--- src/hw/rtl/fbsc_pkg.sv ---
// ----------------------------------------------------------------------------
// FAT boot sector classifier package
// Types, byte offsets, result codes and limits shared by all modules.
// ----------------------------------------------------------------------------
package fbsc_pkg;

  localparam logic [5:0] OFF_BPS_LO   = 6'd11;
  localparam logic [5:0] OFF_BPS_HI   = 6'd12;
  localparam logic [5:0] OFF_SPC      = 6'd13;
  localparam logic [5:0] OFF_RES_LO   = 6'd14;
  localparam logic [5:0] OFF_RES_HI   = 6'd15;
  localparam logic [5:0] OFF_COPIES   = 6'd16;
  localparam logic [5:0] OFF_ROOT_LO  = 6'd17;
  localparam logic [5:0] OFF_ROOT_HI  = 6'd18;
  localparam logic [5:0] OFF_TSS_LO   = 6'd19;
  localparam logic [5:0] OFF_TSS_HI   = 6'd20;
  localparam logic [5:0] OFF_FATS_LO  = 6'd22;
  localparam logic [5:0] OFF_FATS_HI  = 6'd23;
  localparam logic [5:0] OFF_TSL_B0   = 6'd32;
  localparam logic [5:0] OFF_TSL_B1   = 6'd33;
  localparam logic [5:0] OFF_TSL_B2   = 6'd34;
  localparam logic [5:0] OFF_LAST     = 6'd35;

  localparam logic [31:0] FAT12_LIMIT = 32'd4085;
  localparam logic [31:0] FAT16_LIMIT = 32'd65525;
  localparam logic [5:0]  DIV_STEPS   = 6'd32;

  localparam logic [2:0] ST_OK         = 3'd0;
  localparam logic [2:0] ST_ODD_SIZE   = 3'd1;
  localparam logic [2:0] ST_NO_TOTAL   = 3'd2;
  localparam logic [2:0] ST_TWO_TOTALS = 3'd3;
  localparam logic [2:0] ST_ZERO_DIV   = 3'd4;
  localparam logic [2:0] ST_UNDERFLOW  = 3'd5;

  localparam logic [1:0] KIND_FAT12 = 2'd0;
  localparam logic [1:0] KIND_FAT16 = 2'd1;
  localparam logic [1:0] KIND_FAT32 = 2'd2;

  typedef enum logic [2:0] {
    S_CAPTURE,
    S_ROOT_LOAD,
    S_ROOT_WAIT,
    S_DATA,
    S_CLU_LOAD,
    S_CLU_WAIT,
    S_EMIT
  } state_t;

  typedef struct packed {
    logic take_in;
    logic root_start;
    logic root_save;
    logic data_calc;
    logic clu_start;
    logic clu_save;
    logic out_load;
  } cmd_t;

  typedef struct packed {
    logic last_byte;
    logic div_busy;
    logic out_free;
  } sts_t;

endpackage

--- src/hw/rtl/fbsc_if.sv ---
// ----------------------------------------------------------------------------
// FAT boot sector classifier channels
// Valid/ready interfaces for the sector byte stream and the result stream.
// ----------------------------------------------------------------------------
interface fbsc_in_if;
  logic       valid;
  logic       ready;
  logic [7:0] sector_byte;
  logic       sector_start;

  modport source (output valid, output sector_byte, output sector_start, input ready);
  modport sink   (input valid, input sector_byte, input sector_start, output ready);
endinterface

interface fbsc_out_if;
  logic        valid;
  logic        ready;
  logic [2:0]  status_code;
  logic [1:0]  fat_kind;
  logic [31:0] cluster_count;
  logic [31:0] data_sectors;
  logic [15:0] root_sectors;

  modport source (output valid, output status_code, output fat_kind, output cluster_count,
                  output data_sectors, output root_sectors, input ready);
  modport sink   (input valid, input status_code, input fat_kind, input cluster_count,
                  input data_sectors, input root_sectors, output ready);
endinterface

--- src/hw/rtl/fbsc_div.sv ---
// ----------------------------------------------------------------------------
// FAT boot sector classifier divider
// Restoring divider, 32-bit dividend by 16-bit divisor, one quotient bit per cycle.
// ----------------------------------------------------------------------------
module fbsc_div (
  input  logic        clk,
  input  logic        rst_n,
  input  logic        start,
  input  logic [31:0] dividend,
  input  logic [15:0] divisor,
  output logic        busy,
  output logic [31:0] quotient
);

  logic [5:0]  cnt_r, cnt_nxt;
  logic [15:0] rem_r, rem_nxt;
  logic [31:0] quo_r, quo_nxt;
  logic [15:0] den_r, den_nxt;
  logic [16:0] shifted;
  logic [16:0] diff;

  assign shifted = {rem_r, quo_r[31]};
  assign diff    = shifted - {1'b0, den_r};

  always_comb begin
    cnt_nxt = cnt_r;
    rem_nxt = rem_r;
    quo_nxt = quo_r;
    den_nxt = den_r;
    if (start) begin
      cnt_nxt = fbsc_pkg::DIV_STEPS;
      rem_nxt = '0;
      quo_nxt = dividend;
      den_nxt = divisor;
    end else if (cnt_r != '0) begin
      cnt_nxt = cnt_r - 6'd1;
      if (shifted >= {1'b0, den_r}) begin
        rem_nxt = diff[15:0];
        quo_nxt = {quo_r[30:0], 1'b1};
      end else begin
        rem_nxt = shifted[15:0];
        quo_nxt = {quo_r[30:0], 1'b0};
      end
    end
  end

  always_ff @(posedge clk) begin
    if (!rst_n) begin
      cnt_r <= '0;
    end else begin
      cnt_r <= cnt_nxt;
    end
    rem_r <= rem_nxt;
    quo_r <= quo_nxt;
    den_r <= den_nxt;
  end

  assign busy     = (cnt_r != '0);
  assign quotient = quo_r;

endmodule

--- src/hw/rtl/fbsc_ctrl.sv ---
// ----------------------------------------------------------------------------
// FAT boot sector classifier controller
// Sequences capture, the two divisions, the data-region arithmetic and the result.
// ----------------------------------------------------------------------------
module fbsc_ctrl (
  input  logic            clk,
  input  logic            rst_n,
  input  fbsc_pkg::sts_t  sts,
  output fbsc_pkg::cmd_t  cmd
);

  fbsc_pkg::state_t state_r, state_nxt;

  always_ff @(posedge clk) begin
    if (!rst_n) begin
      state_r <= fbsc_pkg::S_CAPTURE;
    end else begin
      state_r <= state_nxt;
    end
  end

  always_comb begin
    state_nxt = state_r;
    cmd       = '0;
    unique case (state_r)
      fbsc_pkg::S_CAPTURE: begin
        cmd.take_in = 1'b1;
        if (sts.last_byte) begin
          state_nxt = fbsc_pkg::S_ROOT_LOAD;
        end
      end
      fbsc_pkg::S_ROOT_LOAD: begin
        cmd.root_start = 1'b1;
        state_nxt      = fbsc_pkg::S_ROOT_WAIT;
      end
      fbsc_pkg::S_ROOT_WAIT: begin
        if (!sts.div_busy) begin
          cmd.root_save = 1'b1;
          state_nxt     = fbsc_pkg::S_DATA;
        end
      end
      fbsc_pkg::S_DATA: begin
        cmd.data_calc = 1'b1;
        state_nxt     = fbsc_pkg::S_CLU_LOAD;
      end
      fbsc_pkg::S_CLU_LOAD: begin
        cmd.clu_start = 1'b1;
        state_nxt     = fbsc_pkg::S_CLU_WAIT;
      end
      fbsc_pkg::S_CLU_WAIT: begin
        if (!sts.div_busy) begin
          cmd.clu_save = 1'b1;
          state_nxt    = fbsc_pkg::S_EMIT;
        end
      end
      fbsc_pkg::S_EMIT: begin
        if (sts.out_free) begin
          cmd.out_load = 1'b1;
          state_nxt    = fbsc_pkg::S_CAPTURE;
        end
      end
      default: begin
        state_nxt = fbsc_pkg::S_CAPTURE;
      end
    endcase
  end

endmodule

--- src/hw/rtl/fbsc_dp.sv ---
// ----------------------------------------------------------------------------
// FAT boot sector classifier datapath
// Field capture, shared divider, data-region arithmetic and result register.
// ----------------------------------------------------------------------------
module fbsc_dp (
  input  logic           clk,
  input  logic           rst_n,
  fbsc_in_if.sink        in_chan,
  fbsc_out_if.source     out_chan,
  input  fbsc_pkg::cmd_t cmd,
  output fbsc_pkg::sts_t sts
);

  logic [5:0]  off_r, off_nxt;
  logic        done_r, done_nxt;
  logic [15:0] bps_r;
  logic [7:0]  spc_r;
  logic [15:0] res_r;
  logic [7:0]  copies_r;
  logic [15:0] entries_r;
  logic [15:0] tss_r;
  logic [15:0] fats_r;
  logic [31:0] tsl_r;

  logic        in_fire;
  logic        active;
  logic [5:0]  cur_off;
  logic        store_en;

  logic [23:0] prod_r;
  logic [15:0] root_r;
  logic [31:0] data_r;
  logic        uflow_r;
  logic [31:0] clu_r;

  logic        div_start;
  logic [31:0] div_dividend;
  logic [15:0] div_divisor;
  logic        div_busy;
  logic [31:0] div_quo;

  logic [24:0] overhead;
  logic [31:0] total;
  logic        uflow;
  logic [2:0]  status;
  logic [1:0]  kind;

  logic        out_valid_r;
  logic [2:0]  out_status_r;
  logic [1:0]  out_kind_r;
  logic [31:0] out_clu_r;
  logic [31:0] out_data_r;
  logic [15:0] out_root_r;

  assign in_chan.ready = cmd.take_in;
  assign in_fire       = in_chan.valid && cmd.take_in;
  assign active        = in_chan.sector_start || !done_r;
  assign cur_off       = in_chan.sector_start ? 6'd0 : off_r;
  assign store_en      = in_fire && active;

  always_comb begin
    off_nxt  = off_r;
    done_nxt = done_r;
    if (store_en) begin
      if (cur_off >= fbsc_pkg::OFF_LAST) begin
        off_nxt  = '0;
        done_nxt = 1'b1;
      end else begin
        off_nxt  = cur_off + 6'd1;
        done_nxt = 1'b0;
      end
    end
  end

  always_ff @(posedge clk) begin
    if (!rst_n) begin
      off_r     <= '0;
      done_r    <= 1'b1;
      bps_r     <= '0;
      spc_r     <= '0;
      res_r     <= '0;
      copies_r  <= '0;
      entries_r <= '0;
      tss_r     <= '0;
      fats_r    <= '0;
      tsl_r     <= '0;
    end else begin
      off_r  <= off_nxt;
      done_r <= done_nxt;
      if (store_en) begin
        unique case (cur_off)
          fbsc_pkg::OFF_BPS_LO:  bps_r[7:0]     <= in_chan.sector_byte;
          fbsc_pkg::OFF_BPS_HI:  bps_r[15:8]    <= in_chan.sector_byte;
          fbsc_pkg::OFF_SPC:     spc_r          <= in_chan.sector_byte;
          fbsc_pkg::OFF_RES_LO:  res_r[7:0]     <= in_chan.sector_byte;
          fbsc_pkg::OFF_RES_HI:  res_r[15:8]    <= in_chan.sector_byte;
          fbsc_pkg::OFF_COPIES:  copies_r       <= in_chan.sector_byte;
          fbsc_pkg::OFF_ROOT_LO: entries_r[7:0] <= in_chan.sector_byte;
          fbsc_pkg::OFF_ROOT_HI: entries_r[15:8] <= in_chan.sector_byte;
          fbsc_pkg::OFF_TSS_LO:  tss_r[7:0]     <= in_chan.sector_byte;
          fbsc_pkg::OFF_TSS_HI:  tss_r[15:8]    <= in_chan.sector_byte;
          fbsc_pkg::OFF_FATS_LO: fats_r[7:0]    <= in_chan.sector_byte;
          fbsc_pkg::OFF_FATS_HI: fats_r[15:8]   <= in_chan.sector_byte;
          fbsc_pkg::OFF_TSL_B0:  tsl_r[7:0]     <= in_chan.sector_byte;
          fbsc_pkg::OFF_TSL_B1:  tsl_r[15:8]    <= in_chan.sector_byte;
          fbsc_pkg::OFF_TSL_B2:  tsl_r[23:16]   <= in_chan.sector_byte;
          fbsc_pkg::OFF_LAST:    tsl_r[31:24]   <= in_chan.sector_byte;
          default: begin
          end
        endcase
      end
    end
  end

  assign sts.last_byte = store_en && (cur_off >= fbsc_pkg::OFF_LAST);
  assign sts.div_busy  = div_busy;
  assign sts.out_free  = !out_valid_r || out_chan.ready;

  assign div_start    = cmd.root_start || cmd.clu_start;
  assign div_dividend = cmd.root_start
                        ? ({11'd0, entries_r, 5'd0} + {16'd0, bps_r} - 32'd1)
                        : data_r;
  assign div_divisor  = cmd.root_start ? bps_r : {8'd0, spc_r};

  fbsc_div u_div (
    .clk      (clk),
    .rst_n    (rst_n),
    .start    (div_start),
    .dividend (div_dividend),
    .divisor  (div_divisor),
    .busy     (div_busy),
    .quotient (div_quo)
  );

  assign overhead = {9'd0, res_r} + {1'b0, prod_r} + {9'd0, root_r};
  assign total    = (tss_r != '0) ? {16'd0, tss_r} : tsl_r;
  assign uflow    = {7'd0, overhead} > total;

  always_ff @(posedge clk) begin
    if (cmd.root_start) begin
      prod_r <= copies_r * fats_r;
    end
    if (cmd.root_save) begin
      if (bps_r == '0) begin
        root_r <= '0;
      end else if (div_quo[31:16] != '0) begin
        root_r <= 16'hFFFF;
      end else begin
        root_r <= div_quo[15:0];
      end
    end
    if (cmd.data_calc) begin
      uflow_r <= uflow;
      data_r  <= uflow ? 32'd0 : (total - {7'd0, overhead});
    end
    if (cmd.clu_save) begin
      clu_r <= (uflow_r || (spc_r == '0)) ? 32'd0 : div_quo;
    end
  end

  always_comb begin
    priority if (bps_r[0]) begin
      status = fbsc_pkg::ST_ODD_SIZE;
    end else if ((tss_r == '0) && (tsl_r == '0)) begin
      status = fbsc_pkg::ST_NO_TOTAL;
    end else if ((tss_r != '0) && (tsl_r != '0)) begin
      status = fbsc_pkg::ST_TWO_TOTALS;
    end else if ((bps_r == '0) || (spc_r == '0)) begin
      status = fbsc_pkg::ST_ZERO_DIV;
    end else if (uflow_r) begin
      status = fbsc_pkg::ST_UNDERFLOW;
    end else begin
      status = fbsc_pkg::ST_OK;
    end
  end

  always_comb begin
    priority if (clu_r < fbsc_pkg::FAT12_LIMIT) begin
      kind = fbsc_pkg::KIND_FAT12;
    end else if (clu_r < fbsc_pkg::FAT16_LIMIT) begin
      kind = fbsc_pkg::KIND_FAT16;
    end else begin
      kind = fbsc_pkg::KIND_FAT32;
    end
  end

  always_ff @(posedge clk) begin
    if (!rst_n) begin
      out_valid_r <= 1'b0;
    end else if (cmd.out_load) begin
      out_valid_r <= 1'b1;
    end else if (out_chan.ready) begin
      out_valid_r <= 1'b0;
    end
    if (cmd.out_load) begin
      out_status_r <= status;
      out_kind_r   <= kind;
      out_clu_r    <= clu_r;
      out_data_r   <= data_r;
      out_root_r   <= root_r;
    end
  end

  assign out_chan.valid         = out_valid_r;
  assign out_chan.status_code   = out_status_r;
  assign out_chan.fat_kind      = out_kind_r;
  assign out_chan.cluster_count = out_clu_r;
  assign out_chan.data_sectors  = out_data_r;
  assign out_chan.root_sectors  = out_root_r;

endmodule

--- src/hw/rtl/fat_boot_sector_classifier.sv ---
// Once the request carrying byte 35 is accepted, the root-directory division, data-region
// calculation and cluster division run in turn; the result is loaded once the previous
// result is read, and input ready is low until then. The two divisions share one restoring
// divider, with 32 steps each. Other bytes are taken at one request per cycle.
// Reset is synchronous and active low; it clears the capture state, fields and result valid.
// ----------------------------------------------------------------------------
// FAT boot sector classifier
// Captures the boot sector parameter block and reports FAT type and geometry.
// ----------------------------------------------------------------------------
module fat_boot_sector_classifier (
  input  logic        clk,
  input  logic        rst_n,
  fbsc_in_if.sink     in_chan,
  fbsc_out_if.source  out_chan
);

  fbsc_pkg::cmd_t cmd;
  fbsc_pkg::sts_t sts;

  fbsc_ctrl u_ctrl (
    .clk   (clk),
    .rst_n (rst_n),
    .sts   (sts),
    .cmd   (cmd)
  );

  fbsc_dp u_dp (
    .clk      (clk),
    .rst_n    (rst_n),
    .in_chan  (in_chan),
    .out_chan (out_chan),
    .cmd      (cmd),
    .sts      (sts)
  );

endmodule

--- src/flat_wrapper.sv ---
// flat-port wrapper written by rule: the top's interface ports become plain ports
module fat_boot_sector_classifier_flat 
  (clk, rst_n, in_chan_valid, in_chan_sector_byte, in_chan_sector_start, in_chan_ready, out_chan_valid, out_chan_status_code, out_chan_fat_kind, out_chan_cluster_count, out_chan_data_sectors, out_chan_root_sectors, out_chan_ready);
  fbsc_in_if in_chan_i ();
  fbsc_out_if out_chan_i ();
  input  logic clk;
  input  logic rst_n;
  input wire logic [$bits(in_chan_i.valid)-1:0] in_chan_valid;
  input wire logic [$bits(in_chan_i.sector_byte)-1:0] in_chan_sector_byte;
  input wire logic [$bits(in_chan_i.sector_start)-1:0] in_chan_sector_start;
  output wire logic [$bits(in_chan_i.ready)-1:0] in_chan_ready;
  output wire logic [$bits(out_chan_i.valid)-1:0] out_chan_valid;
  output wire logic [$bits(out_chan_i.status_code)-1:0] out_chan_status_code;
  output wire logic [$bits(out_chan_i.fat_kind)-1:0] out_chan_fat_kind;
  output wire logic [$bits(out_chan_i.cluster_count)-1:0] out_chan_cluster_count;
  output wire logic [$bits(out_chan_i.data_sectors)-1:0] out_chan_data_sectors;
  output wire logic [$bits(out_chan_i.root_sectors)-1:0] out_chan_root_sectors;
  input wire logic [$bits(out_chan_i.ready)-1:0] out_chan_ready;
  assign in_chan_i.valid = in_chan_valid;
  assign in_chan_i.sector_byte = in_chan_sector_byte;
  assign in_chan_i.sector_start = in_chan_sector_start;
  assign in_chan_ready = in_chan_i.ready;
  assign out_chan_valid = out_chan_i.valid;
  assign out_chan_status_code = out_chan_i.status_code;
  assign out_chan_fat_kind = out_chan_i.fat_kind;
  assign out_chan_cluster_count = out_chan_i.cluster_count;
  assign out_chan_data_sectors = out_chan_i.data_sectors;
  assign out_chan_root_sectors = out_chan_i.root_sectors;
  assign out_chan_i.ready = out_chan_ready;
  fat_boot_sector_classifier u_core (.clk(clk), .rst_n(rst_n), .in_chan(in_chan_i), .out_chan(out_chan_i));
endmodule
--- config.mk ---
export PLATFORM = sky130hd
export DESIGN_NAME = fat_boot_sector_classifier_flat
export DESIGN_NICKNAME = d
export VERILOG_FILES = /design/src/hw/rtl/fbsc_pkg.sv /design/src/hw/rtl/fbsc_if.sv /design/src/hw/rtl/fbsc_div.sv /design/src/hw/rtl/fbsc_ctrl.sv /design/src/hw/rtl/fbsc_dp.sv /design/src/hw/rtl/fat_boot_sector_classifier.sv /design/src/flat_wrapper.sv
export SDC_FILE = /design/constraint.sdc
export NUM_CORES = 1
export LEC_CHECK = 0
export BUFFER_PORTS_ARGS = -buffer_cell sky130_fd_sc_hd__buf_2
export CORE_ASPECT_RATIO = 1.1
export CORE_MARGIN = 5
export CORE_UTILIZATION = 55
export DETAILED_ROUTE_END_ITERATION = 10
export GPL_TIMING_DRIVEN = 0
export MAX_ROUTING_LAYER = met4
export PLACE_DENSITY = 0.81
export RECOVER_POWER = 100
export SLEW_MARGIN = 10
export SYNTH_ARGS = -nofsm -noshare
export SYNTH_HDL_FRONTEND = slang
export SYNTH_SLANG_ARGS = --single-unit
--- constraint.sdc ---
create_clock -name clk -period 14.4 [get_ports clk]
set_input_delay 0.72 -clock clk [delete_from_list [all_inputs] [get_ports clk]]
set_output_delay 0.72 -clock clk [all_outputs]
set_load 0.005 [all_outputs]
==> summary.md <==
| Metric | Value |
|---|---|
| Synth top cells by count | `nand2_1 (330), edfxtp_1 (238), inv_1 (207)` |
| Clock root buffer | `clkbuf_16` |
| Sw Share | `between 20% and 30%` |
| First-pass GRT wire length | `98720 um` |
| Nets | `~2800` |
| Die Y | `roughly 230 um` |
| Clk Latency, worst-skew pair | `between 0.5 and 0.6 ns` |
| Post-synth top area share | `approximately 30%` |
| Avg Cell Area, Syn | `between 9 and 10 um^2` |
| Total track usage | `around a quarter` |
| Syn Std Cell Area | `0.02416 mm^2` |
| Buf/Inv on CP | `4` |
| Setup crit end kind | `register` |
| Cell mode on critical path | `fa_1` |
| Area Growth Syn to Fin | `9.732%` |
| Avg Vias per Cell | `just under 6` |
| Rel. slew slack | `-29.15%` |
| Syn. warnings | `0` |
| Routed WL | `around 63000 um` |
| Number of fill cells in the layout | `around 3600` |
| Max-cap viol count | `5` |
| Post-CTS Resized | `0` |
| Gpl congestion | `about 1.0` |
| Core area | `between 0.04 and 0.05 mm^2` |
| Hold Slack | `~0.44 ns` |
| Minimum clock period | `6.215 ns` |
| Design area | `around 0.027 mm^2` |
| Fin util | `~61%` |
| PortBufs | `97` |
| Clk buf depth | `3` |
| # setup viols final | `0` |
| FFs w/ async S/R, synth | `0%` |
| Comb pwr share | `between 15 and 20%` |
| Post-synthesis sequential area ratio | `roughly 43%` |
| Internal | `2074 uW` |
| EDFF count, synth | `~240` |
| Final period utilization | `roughly 43%` |
| Dpl cell area | `0.02544 mm^2` |
| Max Fclk | `about 0.16 GHz` |
| Crit-path max cell delay | `0.61 ns` |
| Gr ovfl total | `0` |
| Kind of critical path | `register to register` |
| Slew Limit Fails | `158` |
| Storage cell area | `around 0.010 mm^2` |
| Synth cell types | `just over 80` |
| Delay-heaviest family, CP | `adder cells` |
| Mapped Cells | `approximately 2400` |
| Clock network fraction of design power | `roughly 36%` |
| Main area contributors after synthesis | `edfxtp_1 (30%), dfxtp_1 (13%), fa_1 (8.6%), ha_1 (7.4%), nand2_1 (5.1%)` |
| Detailed Route Iter0 Violations | `about 1500` |
| Slew @ Worst Pin | `approximately 1.9 ns` |
| CTS Buf Count | `38` |
| CTS sink count | `between 300 and 400` |
| Final Hold Fails | `0` |
| Skew final | `between 0.02 and 0.03 ns` |
| Fraction of layout cells with a size suffix above 1 | `under 10%` |
| CP cell instances | `clkbuf_1 -> nand2_1 -> fa_1 -> fa_1 -> inv_1 -> fa_1 -> inv_1 -> fa_1 -> inv_1 -> ha_1 -> o21a_1 -> o31a_1 -> o211ai_1 -> a21oi_1 -> o31ai_1 -> o21ai_0 -> a221o_1 -> a21oi_1 -> xnor2_1` |
| H-Tree Depth | `2` |
| DIE AREA | `about 0.048 mm^2` |
| Starting Density | `55.61%` |
| CTS Hold Bufs | `0` |
| Final ANT Viol Nets | `0` |
| Lkg Pwr | `0.01033 uW` |
| Reg2Reg Setup Slack | `slightly above 8 ns` |
| Register bit total from synthesis | `roughly 400` |
| First-pass DRT Iterations | `5` |
| Hpwl dp | `just under 50000 um` |
| Pwr dens | `107.9 mW/mm^2` |
| CTS clk-pin slew, worst paths | `~0.07 ns` |
| NetSw | `between 700 and 800 uW` |
| Status | `finished with violations` |
| Setup Buffers After CTS | `0` |
| Die W | `about 210 um` |
| Standard-cell row count | `80` |
| VDD IR max | `between 80 and 90 uV` |
| IO Count | `100` |
| Critical path peak fanout | `10` |
| Top cell type by total area after synthesis | `edfxtp_1` |
| Worst EP required | `about 15 ns` |
| Post-route DRC | `0` |
| DR vias | `about 18000` |
| CTS tree | `yes` |
| Initial antenna violation count | `1` |
| Sequential power share | `48.6%` |
| Unrepaired setup endpoints after global routing | `false` |
| Antenna fix cells | `0` |
| Hold WC Path Type | `register to register` |
| Worst path slowest cell | `dfxtp_1` |
| Ys flop type | `edfxtp_1` |
| TNS Setup | `0 ns` |
| Avg WL per Cell | `19.91 um` |
| Startpoint types | `register` |
| Multi-input gate area | `between 0.01 and 0.015 mm^2` |
| Count leader, synth | `nand2_1` |
| Worst EP arrival | `6.51 ns` |
| Largest net degree at the start of global routing | `38` |
| Failing checks | `capacitance limit, slew limit` |
| Mapped Nets | `about 2700` |
| Vias in the first global route | `between 15000 and 20000` |
==> through the flow <==
stage	power, uW	setup slack [ns]	std cells
after floorplan	1724	9.088	2426
after global placement	1833	7.643	3097
after detailed placement	1855	8.615	3100
after CTS	2876	8.572	3168
after global routing	2973	7.844	3168
final	2861	8.185	3168
==> flip-flops by register name, indices dropped and copies added (netlist names), 24 cells and up <==
signal                              flops
u_core.u_dp.out_chan.data_sectors      32
u_core.u_dp.clu_r                      32
u_core.u_dp.tsl_r                      32
u_core.u_dp.out_chan.cluster_count     32
u_core.u_dp.u_div.quotient             32
u_core.u_dp.data_r                     32
u_core.u_dp.prod_r                     24
==> kinds of logic (layout without fill, tap and decap cells) <==
kind of cell,Yosys count,after routing,share of synthesized area (%)
AND/OR/NAND/NOR,870,870,17.79
AO/OA/AOI/OAI,464,464,13.10
flip-flops,399,399,42.93
multiplexers,47,47,1.958
adder cells (fa/ha/maj),247,247,16.03
buffers and inverters,308,476,4.905
XOR/XNOR,91,91,3.299
==> routing by layer <==
layer | track usage, % | up-vias | part of all wire (%)
li1 | - | 8597 | -
met1 | 32.11 | 8793 | 39
met2 | 44.22 | 777 | 49
met3 | 2.754 | 189 | 6.7
met4 | 12.36 | 0 | 5.3
met5 | - | - | 0
==> worst paths after layout <==
path / depth (start not counted) / from / endpoint
max: 19 / u_core.u_dp.copies_r[7] / u_core.u_dp.prod_r[23]
min: 0 / u_core.u_dp.clu_r[9] / u_core.u_dp.out_chan.cluster_count[9]
max reg2reg: 19 / u_core.u_dp.copies_r[7] / u_core.u_dp.prod_r[23]
min reg2reg: 0 / u_core.u_dp.clu_r[9] / u_core.u_dp.out_chan.cluster_count[9]
==> area by class of cell <==
cell class,instances,share of cell area (%)
sequential,399,39.12
tap,574,2.709
multi-input combinational,1719,47.35
buffer,101,1.435
inverter,207,2.931
clock buffer,50,4.073
timing repair buffer,100,1.647
clock inverter,18,0.7316
==> placed cells by master, fill, tap and decap left out, drive strengths merged, types with 17 or more instances in the layout <==
master,netlist,routed
nand2,330,330
edfxtp,238,238
inv,207,210
clkbuf,79,194
dfxtp,161,161
and2,155,155
ha,143,143
nor2,115,115
a21oi,105,105
fa,104,104
a21boi,94,94
nand3,71,71
nor2b,69,69
o21ai,65,65
xnor2,58,58
buf,22,57
a21o,51,51
mux2i,45,45
o21a,36,36
xor2,33,33
nor4,25,25
a211oi,21,21
nor3,18,18
nand2b,17,17
nand4,17,17
==> power groups by stage <==
stage | registers [uW] | clock network (uW) | logic, uW
3_5_place_dp | 1410 | 0 | 448
4_1_cts | 1390 | 1040 | 451
2_1_floorplan | 1380 | 0 | 348
5_1_grt | 1400 | 1080 | 493
3_3_place_gp | 1400 | 0 | 431
6_report | 1390 | 1020 | 445
Power figures use the tool's default switching activity.
